File: config.mk
export PLATFORM = sky130hd
export DESIGN_NAME = sm3_hash_engine
export DESIGN_NICKNAME = d
export VERILOG_FILES = /design/src/sv/sm3_pkg.sv /design/src/sv/sm3_hash_engine.sv
export VERILOG_INCLUDE_DIRS = /design/src /design/src/sv
export SDC_FILE = /design/constraint.sdc
export NUM_CORES = 2
export LEC_CHECK = 0
export BUFFER_PORTS_ARGS = -buffer_cell sky130_fd_sc_hd__buf_2
export CAP_MARGIN = 25
export CORE_ASPECT_RATIO = 0.8
export CORE_MARGIN = 1.5
export CORE_UTILIZATION = 40
export CTS_BUF_LIST = sky130_fd_sc_hd__clkbuf_16
export CTS_CLUSTER_DIAMETER = 200
export CTS_CLUSTER_SIZE = 12
export DETAILED_ROUTE_END_ITERATION = 10
export MAX_ROUTING_LAYER = met4
export PLACE_DENSITY_LB_ADDON = 0.05
export SLEW_MARGIN = 0
export SYNTH_ARGS = -nofsm -noshare
export SYNTH_HDL_FRONTEND = slang
export SYNTH_SLANG_ARGS = --single-unit
File: constraint.sdc
create_clock -name clock -period 14.3 [get_ports clock]
set_input_delay 1.43 -clock clock [delete_from_list [all_inputs] [get_ports clock]]
set_output_delay 1.43 -clock clock [all_outputs]
set_load 0.01 [all_outputs]
File: src/sv/sm3_hash_engine_macros.svh
// assertion macros shared by the sm3 hash engine rtl
// no dependencies
`ifndef SM3_HASH_ENGINE_MACROS_SVH
`define SM3_HASH_ENGINE_MACROS_SVH

// implication checked on every rising clock edge outside reset
`define SM3_ASSERT(label, clk, rst, prop, msg) \
   label: assert property (@(posedge clk) disable iff (rst) (prop)) else $error(msg);

// same check, also active during reset
`define SM3_ASSERT_ALWAYS(label, clk, prop, msg) \
   label: assert property (@(posedge clk) (prop)) else $error(msg);

`endif

File: src/sv/sm3_pkg.sv
// sm3 package: constants, types and round functions for the hash engine
// no dependencies
package sm3_pkg;

   localparam int unsigned WORD_W = 32;
   localparam int unsigned BUF_DEPTH = 16;
   localparam int unsigned BUF_AW = 4;
   localparam int unsigned ROUNDS = 64;
   localparam int unsigned DIG_WORDS = 8;

   localparam logic [31:0] T_LOW = 32'h79CC4519;
   localparam logic [31:0] T_HIGH = 32'h7A879D8A;
   localparam logic [31:0] PAD_WORD = 32'h80000000;
   localparam logic [7:0] PAD_BYTE = 8'h80;

   typedef logic [31:0] word_type;

   typedef enum logic [2:0] {
      ST_IDLE,
      ST_LOAD,
      ST_ROUND,
      ST_FOLD,
      ST_PAD,
      ST_OUT
   } state_type;

   function automatic word_type iv_word(input logic [2:0] idx);
      word_type w;
      case (idx)
         3'd0: w = 32'h7380166F;
         3'd1: w = 32'h4914B2B9;
         3'd2: w = 32'h172442D7;
         3'd3: w = 32'hDA8A0600;
         3'd4: w = 32'hA96F30BC;
         3'd5: w = 32'h163138AA;
         3'd6: w = 32'hE38DEE4D;
         3'd7: w = 32'hB0FB0E4E;
         default: w = 32'h0;
      endcase
      return w;
   endfunction

   function automatic word_type rotl(input word_type x, input logic [4:0] n);
      logic [63:0] d;
      d = {x, x} << n;
      return d[63:32];
   endfunction

   function automatic word_type perm0(input word_type x);
      return x ^ rotl(x, 5'd9) ^ rotl(x, 5'd17);
   endfunction

   function automatic word_type perm1(input word_type x);
      return x ^ rotl(x, 5'd15) ^ rotl(x, 5'd23);
   endfunction

endpackage

File: src/sv/sm3_hash_engine.sv
// sm3 hash engine: block buffer memory, expansion window, one round per cycle
// depends on sm3_pkg and sm3_hash_engine_macros.svh
// after a block's 16th word: buffer load into the window, the rounds, then the fold; a last word adds
// padding words, one or two compressions and then the eight digest words
// one shared round unit; new words are taken only in idle, not while a block is compressed
// reset: synchronous, active high; iv reloaded, length and fill clear, memories not cleared
`include "sm3_hash_engine_macros.svh"

module sm3_hash_engine
   import sm3_pkg::*;
(
   input  logic        clock,
   input  logic        reset,
   input  logic        req_tvalid,
   output logic        req_tready,
   input  logic [39:0] req_tdata,   // message_word[31:0], word_bytes[34:32], zero
   input  logic        req_tlast,   // last_word
   output logic        rsp_tvalid,
   input  logic        rsp_tready,
   output logic [39:0] rsp_tdata,   // digest_word[31:0], digest_index[34:32], zero
   output logic        rsp_tlast    // digest_last
);

   // storage
   word_type buf_mem [BUF_DEPTH];   // block buffer, one write and one read port
   word_type win_mem [BUF_DEPTH];   // rolling expansion window
   word_type cv_ff [DIG_WORDS];
   word_type wr_ff [DIG_WORDS];     // a..h
   word_type buf_rd_ff;

   state_type state_ff, state_in;
   logic [BUF_AW-1:0] fill_ff, fill_in;
   logic [63:0] len_ff, len_in;
   logic [6:0] cnt_ff, cnt_in;      // load index or round index
   logic [1:0] pad_ff, pad_in;      // 0 0x80 word, 1 zero fill, 2 len high, 3 len low
   logic fin_ff, fin_in;            // padding pending after this block
   logic [2:0] oi_ff, oi_in;

   // buffer write port
   logic buf_we;
   logic [BUF_AW-1:0] buf_wa;
   word_type buf_wd;

   // last word formatting
   word_type in_word;
   logic [2:0] in_nb;
   word_type last_fmt;
   logic [5:0] sh;

   assign in_word = req_tdata[31:0];
   assign in_nb = (req_tdata[34:32] > 3'd4) ? 3'd4 : req_tdata[34:32];
   assign sh = 6'd32 - {in_nb, 3'b000};

   always_comb begin
      word_type m;
      m = (in_nb == 3'd0) ? 32'h0 : (32'hFFFFFFFF << sh[4:0]);
      last_fmt = (in_word & m) | ({24'h0, PAD_BYTE} << (6'd24 - {in_nb, 3'b000}));
      if (in_nb == 3'd4) last_fmt = in_word;
   end

   // round datapath, window taps come from the register file by fixed offsets
   logic [3:0] j4;
   word_type wj, wj4, wj7, wj13, wj3, wj10, wnext;
   word_type a12, ss1, ss2, ffv, ggv, tt1, tt2, tc;
   logic [5:0] rj;

   assign rj = cnt_ff[5:0];
   assign j4 = rj[3:0];
   assign wj = win_mem[j4];
   assign wj4 = win_mem[j4 + 4'd4];
   assign wj7 = win_mem[j4 + 4'd7];
   assign wj13 = win_mem[j4 + 4'd13];
   assign wj3 = win_mem[j4 + 4'd3];
   assign wj10 = win_mem[j4 + 4'd10];

   always_comb begin
      tc = rotl((rj < 6'd16) ? T_LOW : T_HIGH, rj[4:0]);
      a12 = rotl(wr_ff[0], 5'd12);
      ss1 = rotl(a12 + wr_ff[4] + tc, 5'd7);
      ss2 = ss1 ^ a12;
      if (rj < 6'd16) begin
         ffv = wr_ff[0] ^ wr_ff[1] ^ wr_ff[2];
         ggv = wr_ff[4] ^ wr_ff[5] ^ wr_ff[6];
      end else begin
         ffv = (wr_ff[0] & wr_ff[1]) | (wr_ff[0] & wr_ff[2]) | (wr_ff[1] & wr_ff[2]);
         ggv = (wr_ff[4] & wr_ff[5]) | (~wr_ff[4] & wr_ff[6]);
      end
      tt1 = ffv + wr_ff[3] + ss2 + (wj ^ wj4);
      tt2 = ggv + wr_ff[7] + ss1 + wj;
      wnext = perm1(wj ^ wj7 ^ rotl(wj13, 5'd15)) ^ rotl(wj3, 5'd7) ^ wj10;
   end

   // control
   always_comb begin
      state_in = state_ff;
      fill_in = fill_ff;
      len_in = len_ff;
      cnt_in = cnt_ff;
      pad_in = pad_ff;
      fin_in = fin_ff;
      oi_in = oi_ff;
      buf_we = 1'b0;
      buf_wa = fill_ff;
      buf_wd = in_word;
      req_tready = 1'b0;
      rsp_tvalid = 1'b0;
      case (state_ff)
         ST_IDLE: begin
            req_tready = 1'b1;
            if (req_tvalid) begin
               buf_we = 1'b1;
               fill_in = fill_ff + 4'd1;
               if (!req_tlast) begin
                  len_in = len_ff + 64'd32;
                  if (fill_ff == 4'd15) begin
                     state_in = ST_LOAD;
                     cnt_in = '0;
                  end
               end else begin
                  len_in = len_ff + {58'd0, in_nb, 3'b000};
                  buf_wd = last_fmt;
                  fin_in = 1'b1;
                  // a full last word needs a separate 0x80 word
                  pad_in = (in_nb == 3'd4) ? 2'd0 : 2'd1;
                  state_in = ST_PAD;
                  if (fill_ff == 4'd15) begin
                     state_in = ST_LOAD;
                     cnt_in = '0;
                  end
               end
            end
         end
         ST_PAD: begin
            // pad 0: write 0x80 word; 1: zeros to 14; 2/3: length words
            buf_we = 1'b1;
            fill_in = fill_ff + 4'd1;
            case (pad_ff)
               2'd0: begin
                  buf_wd = PAD_WORD;
                  pad_in = 2'd1;
               end
               2'd1: begin
                  buf_wd = '0;
                  if (fill_ff == 4'd14) begin
                     buf_we = 1'b0;
                     fill_in = fill_ff;
                     pad_in = 2'd2;
                  end
               end
               2'd2: begin
                  buf_wd = len_ff[63:32];
                  pad_in = 2'd3;
               end
               default: begin
                  buf_wd = len_ff[31:0];
                  fin_in = 1'b0;
               end
            endcase
            if (buf_we && fill_ff == 4'd15) begin
               state_in = ST_LOAD;
               cnt_in = '0;
            end
         end
         ST_LOAD: begin
            // read buffer one word a cycle into the window via a registered read
            buf_wa = fill_ff;
            cnt_in = cnt_ff + 7'd1;
            if (cnt_ff == 7'd16) begin
               state_in = ST_ROUND;
               cnt_in = '0;
            end
         end
         ST_ROUND: begin
            cnt_in = cnt_ff + 7'd1;
            if (cnt_ff == 7'(ROUNDS - 1)) state_in = ST_FOLD;
         end
         ST_FOLD: begin
            fill_in = '0;
            if (fin_ff) state_in = ST_PAD;
            else if (pad_ff == 2'd3) begin
               state_in = ST_OUT;
               oi_in = '0;
            end else state_in = ST_IDLE;
         end
         ST_OUT: begin
            rsp_tvalid = 1'b1;
            if (rsp_tready) begin
               oi_in = oi_ff + 3'd1;
               if (oi_ff == 3'd7) begin
                  state_in = ST_IDLE;
                  len_in = '0;
                  pad_in = 2'd0;
               end
            end
         end
         default: state_in = ST_IDLE;
      endcase
   end

   always_ff @(posedge clock) begin
      if (reset) begin
         state_ff <= ST_IDLE;
         fill_ff <= '0;
         len_ff <= '0;
         cnt_ff <= '0;
         pad_ff <= 2'd0;
         fin_ff <= 1'b0;
         oi_ff <= '0;
      end else begin
         state_ff <= state_in;
         fill_ff <= fill_in;
         len_ff <= len_in;
         cnt_ff <= cnt_in;
         pad_ff <= pad_in;
         fin_ff <= fin_in;
         oi_ff <= oi_in;
      end
   end

   // block buffer memory: synchronous write, registered read
   always_ff @(posedge clock) begin
      if (buf_we) buf_mem[buf_wa] <= buf_wd;
      buf_rd_ff <= buf_mem[cnt_ff[BUF_AW-1:0]];
   end

   // expansion window: loaded from buffer, then one word replaced per round
   always_ff @(posedge clock) begin
      if (state_ff == ST_LOAD && cnt_ff != 7'd0)
         win_mem[4'(cnt_ff - 7'd1)] <= buf_rd_ff;
      else if (state_ff == ST_ROUND)
         win_mem[j4] <= wnext;
   end

   // working registers and chaining value
   always_ff @(posedge clock) begin
      if (reset) begin
         for (int i = 0; i < DIG_WORDS; i++) cv_ff[i] <= iv_word(3'(i));
      end else if (state_ff == ST_FOLD) begin
         for (int i = 0; i < DIG_WORDS; i++) cv_ff[i] <= cv_ff[i] ^ wr_ff[i];
      end else if (state_ff == ST_OUT && rsp_tready && oi_ff == 3'd7) begin
         for (int i = 0; i < DIG_WORDS; i++) cv_ff[i] <= iv_word(3'(i));
      end
   end

   always_ff @(posedge clock) begin
      if (state_ff == ST_LOAD) begin
         for (int i = 0; i < DIG_WORDS; i++) wr_ff[i] <= cv_ff[i];
      end else if (state_ff == ST_ROUND) begin
         wr_ff[0] <= tt1;
         wr_ff[1] <= wr_ff[0];
         wr_ff[2] <= rotl(wr_ff[1], 5'd9);
         wr_ff[3] <= wr_ff[2];
         wr_ff[4] <= perm0(tt2);
         wr_ff[5] <= wr_ff[4];
         wr_ff[6] <= rotl(wr_ff[5], 5'd19);
         wr_ff[7] <= wr_ff[6];
      end
   end

   // digest output straight from the chaining registers
   assign rsp_tdata = {5'd0, oi_ff, cv_ff[oi_ff]};
   assign rsp_tlast = (oi_ff == 3'd7);

   // checks
   `SM3_ASSERT(a_out_only_when_idle_in, clock, reset, rsp_tvalid |-> !req_tready, "input taken during digest output")
   `SM3_ASSERT(a_round_follows_load, clock, reset, (state_ff == ST_LOAD && cnt_ff == 7'd16) |=> (state_ff == ST_ROUND && cnt_ff == 7'd0), "load did not hand over to rounds")
   `SM3_ASSERT(a_fold_clears_fill, clock, reset, (state_ff == ST_FOLD) |=> (fill_ff == 4'd0), "fill count not cleared after block")
   `SM3_ASSERT_ALWAYS(a_reset_idle, clock, reset |=> (state_ff == ST_IDLE && fill_ff == 4'd0), "reset did not clear control")

endmodule

# Word-level counts from Yosys, hierarchy flattened
# Memories as Yosys holds them, arrays and structs flattened. A register that Yosys moved wholly into a read port is not among the register bits.
# Index checks and enable logic that the tools add are counted.
dict set report totals {
  mem_bits_rw 1536
  word_cells 288
  inputBits 45
  reg_bits 84
  n_memories 4
  output_inout_bits 43
}
dict set report op_classes {
  shift 3
  eq_ne 29
  add_sub_neg 21
  mux 142
  reduce_logical 23
  order_cmp 2
  bitwise_logic 57
}
# name words word_bits rd rd_ports_with_merged_regs wr line
set memory_table {}
lappend memory_table {buf_mem 16 32 1 1 1 sm3_hash_engine.sv:25} ;# word_type buf_mem [BUF_DEPTH];
lappend memory_table {win_mem 16 32 6 1 1 sm3_hash_engine.sv:26} ;# word_type win_mem [BUF_DEPTH];
lappend memory_table {cv_ff 8 32 9 1 8 sm3_hash_engine.sv:27} ;# word_type cv_ff [DIG_WORDS];
lappend memory_table {wr_ff 8 32 8 0 8 sm3_hash_engine.sv:28} ;# word_type wr_ff [DIG_WORDS];
# operator n
set ops {}
lappend ops {{$mux W32} 63}
lappend ops {{$xor A32 B32 Y32} 22}
lappend ops {{$add A32 B32 Y32} 8}
lappend ops {{$mux W64} 4}
lappend ops {{$and A32 B32 Y32} 6}
lappend ops {{$or A32 B32 Y32} 4}
lappend ops {{$pmux W64 S2} 1}
lappend ops {{$pmux W32 S3} 1}
lappend ops {{$add A64 B6 Y64} 1}
lappend ops {{$add A64 B6 Y64 const B} 1}
lappend ops {{$pmux W32 S2} 1}
lappend ops {{$shl A63 B5 Y64} 1}
lappend ops {{$mux W3} 17}
lappend ops {{$not A32 Y32} 1}
lappend ops {{$reduce_or A32 Y1} 1}
lappend ops {{$shl A32 B5 Y32 const A} 1}
lappend ops {{$shl A8 B6 Y32 const A} 1}
lappend ops {{$mux W1} 31}
lappend ops {{$mux W7} 4}
lappend ops {{$pmux W7 S4} 1}
lappend ops {{$mux W26} 1}
lappend ops {{$mux W4} 6}
lappend ops {{$or A1 B1 Y1} 24}
lappend ops {{$ne A2 B2 Y1 const B} 11}
lappend ops {{other kinds (38)} 65}

# Longest topological paths before layout
dict set report logic_depth {
  depth_word 11
  ltp_mapped 41
  mapped_depth_nobuf 36
}

# Least setup slack after synthesis
# OpenSTA, ideal clock, no wires.
dict set report synth_path {
  path_kind {reg-to-reg}
  start {register cnt_ff[0]}
  end {memory wr_ff[0][28] in the netlist's numbering (data pin)}
  stages_incl_launch_ff 38
  n_path_buf 8
  arrival_time_ps 9042
  period_less_slack_ps 9304
  setup_ps 262
  path_slack_ps 4996
  required_ps 14038
  cell_sequence {dfxtp_1 -> buf_2 -> buf_4 -> buf_4 -> buf_4 -> buf_4 -> buf_2 -> buf_4 -> buf_2 -> a211oi_1 -> a31oi_1 -> a21oi_1 -> mux2_2 -> fa_1 -> ha_1 -> fa_1 -> a21o_1 -> a21oi_1 -> (+2 left out) -> nand3_1 -> nand4b_1 -> a21oi_1 -> xor2_1 -> xnor2_1 -> fa_1 -> fa_1 -> inv_1 -> ha_1 -> a21o_1 -> a21o_1 -> a2111oi_0 -> o21ai_0 -> a2111oi_0 -> o21ai_0 -> a41o_1 -> mux2i_1 -> nand3_1}
}
# item line
set synth_rtl {}
lappend synth_rtl {{start: declaration} sm3_hash_engine.sv:34} ;# logic [6:0] cnt_ff, cnt_in;
lappend synth_rtl {{start signal: assignment} sm3_hash_engine.sv:213} ;# cnt_ff <= cnt_in;
lappend synth_rtl {{end: declaration} sm3_hash_engine.sv:28}

==> impl_metrics.tcl <==
set metrics [dict create \
    status "finished clean" \
    max_freq_mhz 82.9 \
    cts_setup_buffers 0 \
    floorplan.initialDensity 0.404 \
    yosys_warnings 0 \
    die_w_um 559 \
    io_buffers 77 \
    core_mm2 0.245 \
    tightest_slew_ns 1.11 \
    seq_area_frac_synth 0.478 \
    synth_flop_cell "edfxtp_1" \
    hold_buffers 0 \
    r2r_slack_ns 2.24 \
    syn-instance-count 7074 \
    root_buffer "clkbuf_16" \
    final_layout_size_suffix_gt1_frac 0.230 \
    cts_buffers 163 \
    hold_path.class "register to register" \
    dp_hpwl_um 233000 \
    worst_slack_ns 2.24 \
    synth_area_leaders "edfxtp_1 43%, mux4_2 22%, dfxtp_1 5.0%" \
    dieArea_mm2 0.250 \
    netlist_area_mm2 0.0988 \
    final-max-slew-violation-count 0 \
    synthTopCellsByCount "1408 x edfxtp_1, 974 x mux4_2, 718 x nand2_1" \
    cts_tree "yes" \
    setup_viol 0 \
    track_usage 0.287 \
    wirelength_um 348000 \
    drtAntennaViolNets 0 \
    maxCapViolations 0 \
    yosysTopAreaCell "edfxtp_1" \
    avgSynthCellArea_um2 14.0 \
    finalSetupTns_ns 0 \
    vias 64400 \
    pin_count 88 \
    cp.arrival_ns 12.57 \
    cp-end-kind "register" \
    num_rows 162 \
    clk_pin_slew_worst_paths_ns 0.06 \
    clock-skew-final_ns 0.0608 \
    drc_errors 0 \
    fp.dieH_um 448 \
    post-route-period-util 0.843 \
    async_flop_share 0 \
    grt_overflow_total 0 \
    period_minus_slack_ns 12.06 \
    syn2layout_area_growth_pct 9.23 \
    cts.path.max_buffers 4 \
    synth_top_area_frac 0.428 \
    routedWlPerCell_um 33.4 \
    critPathKind "register to register" \
    slowest_stage "a2111oi_0" \
    crit_top_cell "o21ai_0" \
    synthDistinctLibCells 87 \
    pre_cts_ws_ns 2.51 \
    drt-vias-per-instance 6.17 \
    clock_latency_ns 0.86 \
    grt_first_pass_wirelength_um 489000 \
    synth-edff-count 1408 \
    cts_sinks 1656 \
    globalplace.congestion 0.941 \
    grt_max_degree 116 \
    maxSlewHeadroom 0.259 \
    yosys.cell_count.top_type "edfxtp_1" \
    first_pass_iters 6 \
    hold_violations 0 \
    ctsResizeCount 0 \
    worstPathRequired_ns 14.82 \
    htreeDepth 4 \
    antenna_found_initial 6 \
    cp_max_fo 22 \
    drt_iter0_markers 8056 \
    grt_pass1_vias 61600 \
    setup.worst_path.start_class "register" \
    synth_seq_cells 1656 \
    rsz0062_at_grt "no" \
    final_nets 7429 \
    max_stage_delay_ns 0.89 \
]
-- routing by layer --
| metal | global-route usage | wire length [um] | up-vias |
|---|---|---|---|
| met1 | 0.403 | 151000 | 34000 |
| met3 | 0.0528 | 28100 | 428 |
| met5 | - | 0 | - |
| li1 | - | - | 27100 |
| met2 | 0.428 | 159000 | 2802 |
| met4 | 0.0756 | 10400 | 0 |
-- final timing paths --
kind                             start                   endpoint  cells after the start
max             cnt_ff[5]$_SDFFE_PP0P_     wr_ff[0][26]$_DFFE_PP_                     33
min reg2reg  cv_ff[7][29]$_SDFFE_PP1P_  cv_ff[7][29]$_SDFFE_PP1P_                      1
max reg2reg     cnt_ff[5]$_SDFFE_PP0P_     wr_ff[0][26]$_DFFE_PP_                     33
min          cv_ff[7][29]$_SDFFE_PP1P_  cv_ff[7][29]$_SDFFE_PP1P_                      1
-- cells in the final DEF (no fill, tap or decap), drive strengths merged, types with 10 or more instances in the layout --
master,instances
dfxtp,248
o21bai,10
ha,123
a21oi,255
xor2,179
fa,189
nor2,422
edfxtp,1408
or3,25
mux4,975
o21a,12
o221ai,57
o211ai,27
nand4,26
nor3,43
mux2,125
nor2b,22
a31oi,47
and3,54
and2,20
mux2i,158
o22ai,37
xnor3,20
nand2b,40
a211oi,41
inv,382
nand2,718
buf,278
a21o,46
o21ai,341
nand3,46
xnor2,468
clkbuf,167
-- cells by family after synthesis --
family | after synthesis | synth area share
buffers and inverters | 760 | 0.0312
flip-flops | 1656 | 0.478
multiplexers | 1258 | 0.253
other | 1 | 0.0000379
adder cells (fa/ha/maj) | 312 | 0.0539
AND/OR/NAND/NOR | 1466 | 0.0637
XOR/XNOR | 669 | 0.0625
AO/OA/AOI/OAI | 952 | 0.0581
-- critical path, delay by kind of cell, from the launching register on --
kind | cells | cell delay, ns
AO/OA/AOI/OAI | 15 | 5.23
XOR/XNOR | 3 | 0.96
adder cells (fa/ha/maj) | 7 | 2.90
buffers and inverters | 2 | 0.54
flip-flops | 1 | 0.39
multiplexers | 2 | 0.51
AND/OR/NAND/NOR | 4 | 1.14
-- sequential cells by signal, summed over array words and instances (netlist names), 3 cells and up, named ones only --
signal,count
buf_rd_ff,32
buf_mem,512
buf_wa,4
win_mem,512
len_ff,61
state_ff,3
cnt_ff,7
oi_ff,3
cv_ff,256
wr_ff,256
-- through the flow --
stage / instances / utilization / hold WS [ns] / area [um2]
floorplan: 7078 / - / 0.445 / 98800
global placement: 10200 / 0.422 / 0.459 / 103000
detailed placement: 10200 / 0.422 / 0.468 / 103000
CTS: 10400 / 0.441 / 0.484 / 108000
global route: 10400 / 0.441 / 0.498 / 108000
finish: 10400 / 0.441 / 0.485 / 108000
-- layout make-up --
class,instances,area [um2]
clock inverter,74,303
tap,3280,4100
multi-input combinational,4662,48900
inverter,309,1160
antenna,5,12.5
timing repair buffer,280,2040
sequential,1656,47300
fill,22000,137000
clock buffer,165,4130
Power is left out: the tool's default activity adds up to more than one toggle a clock period on the data nets, which glitch-free logic cannot reach.
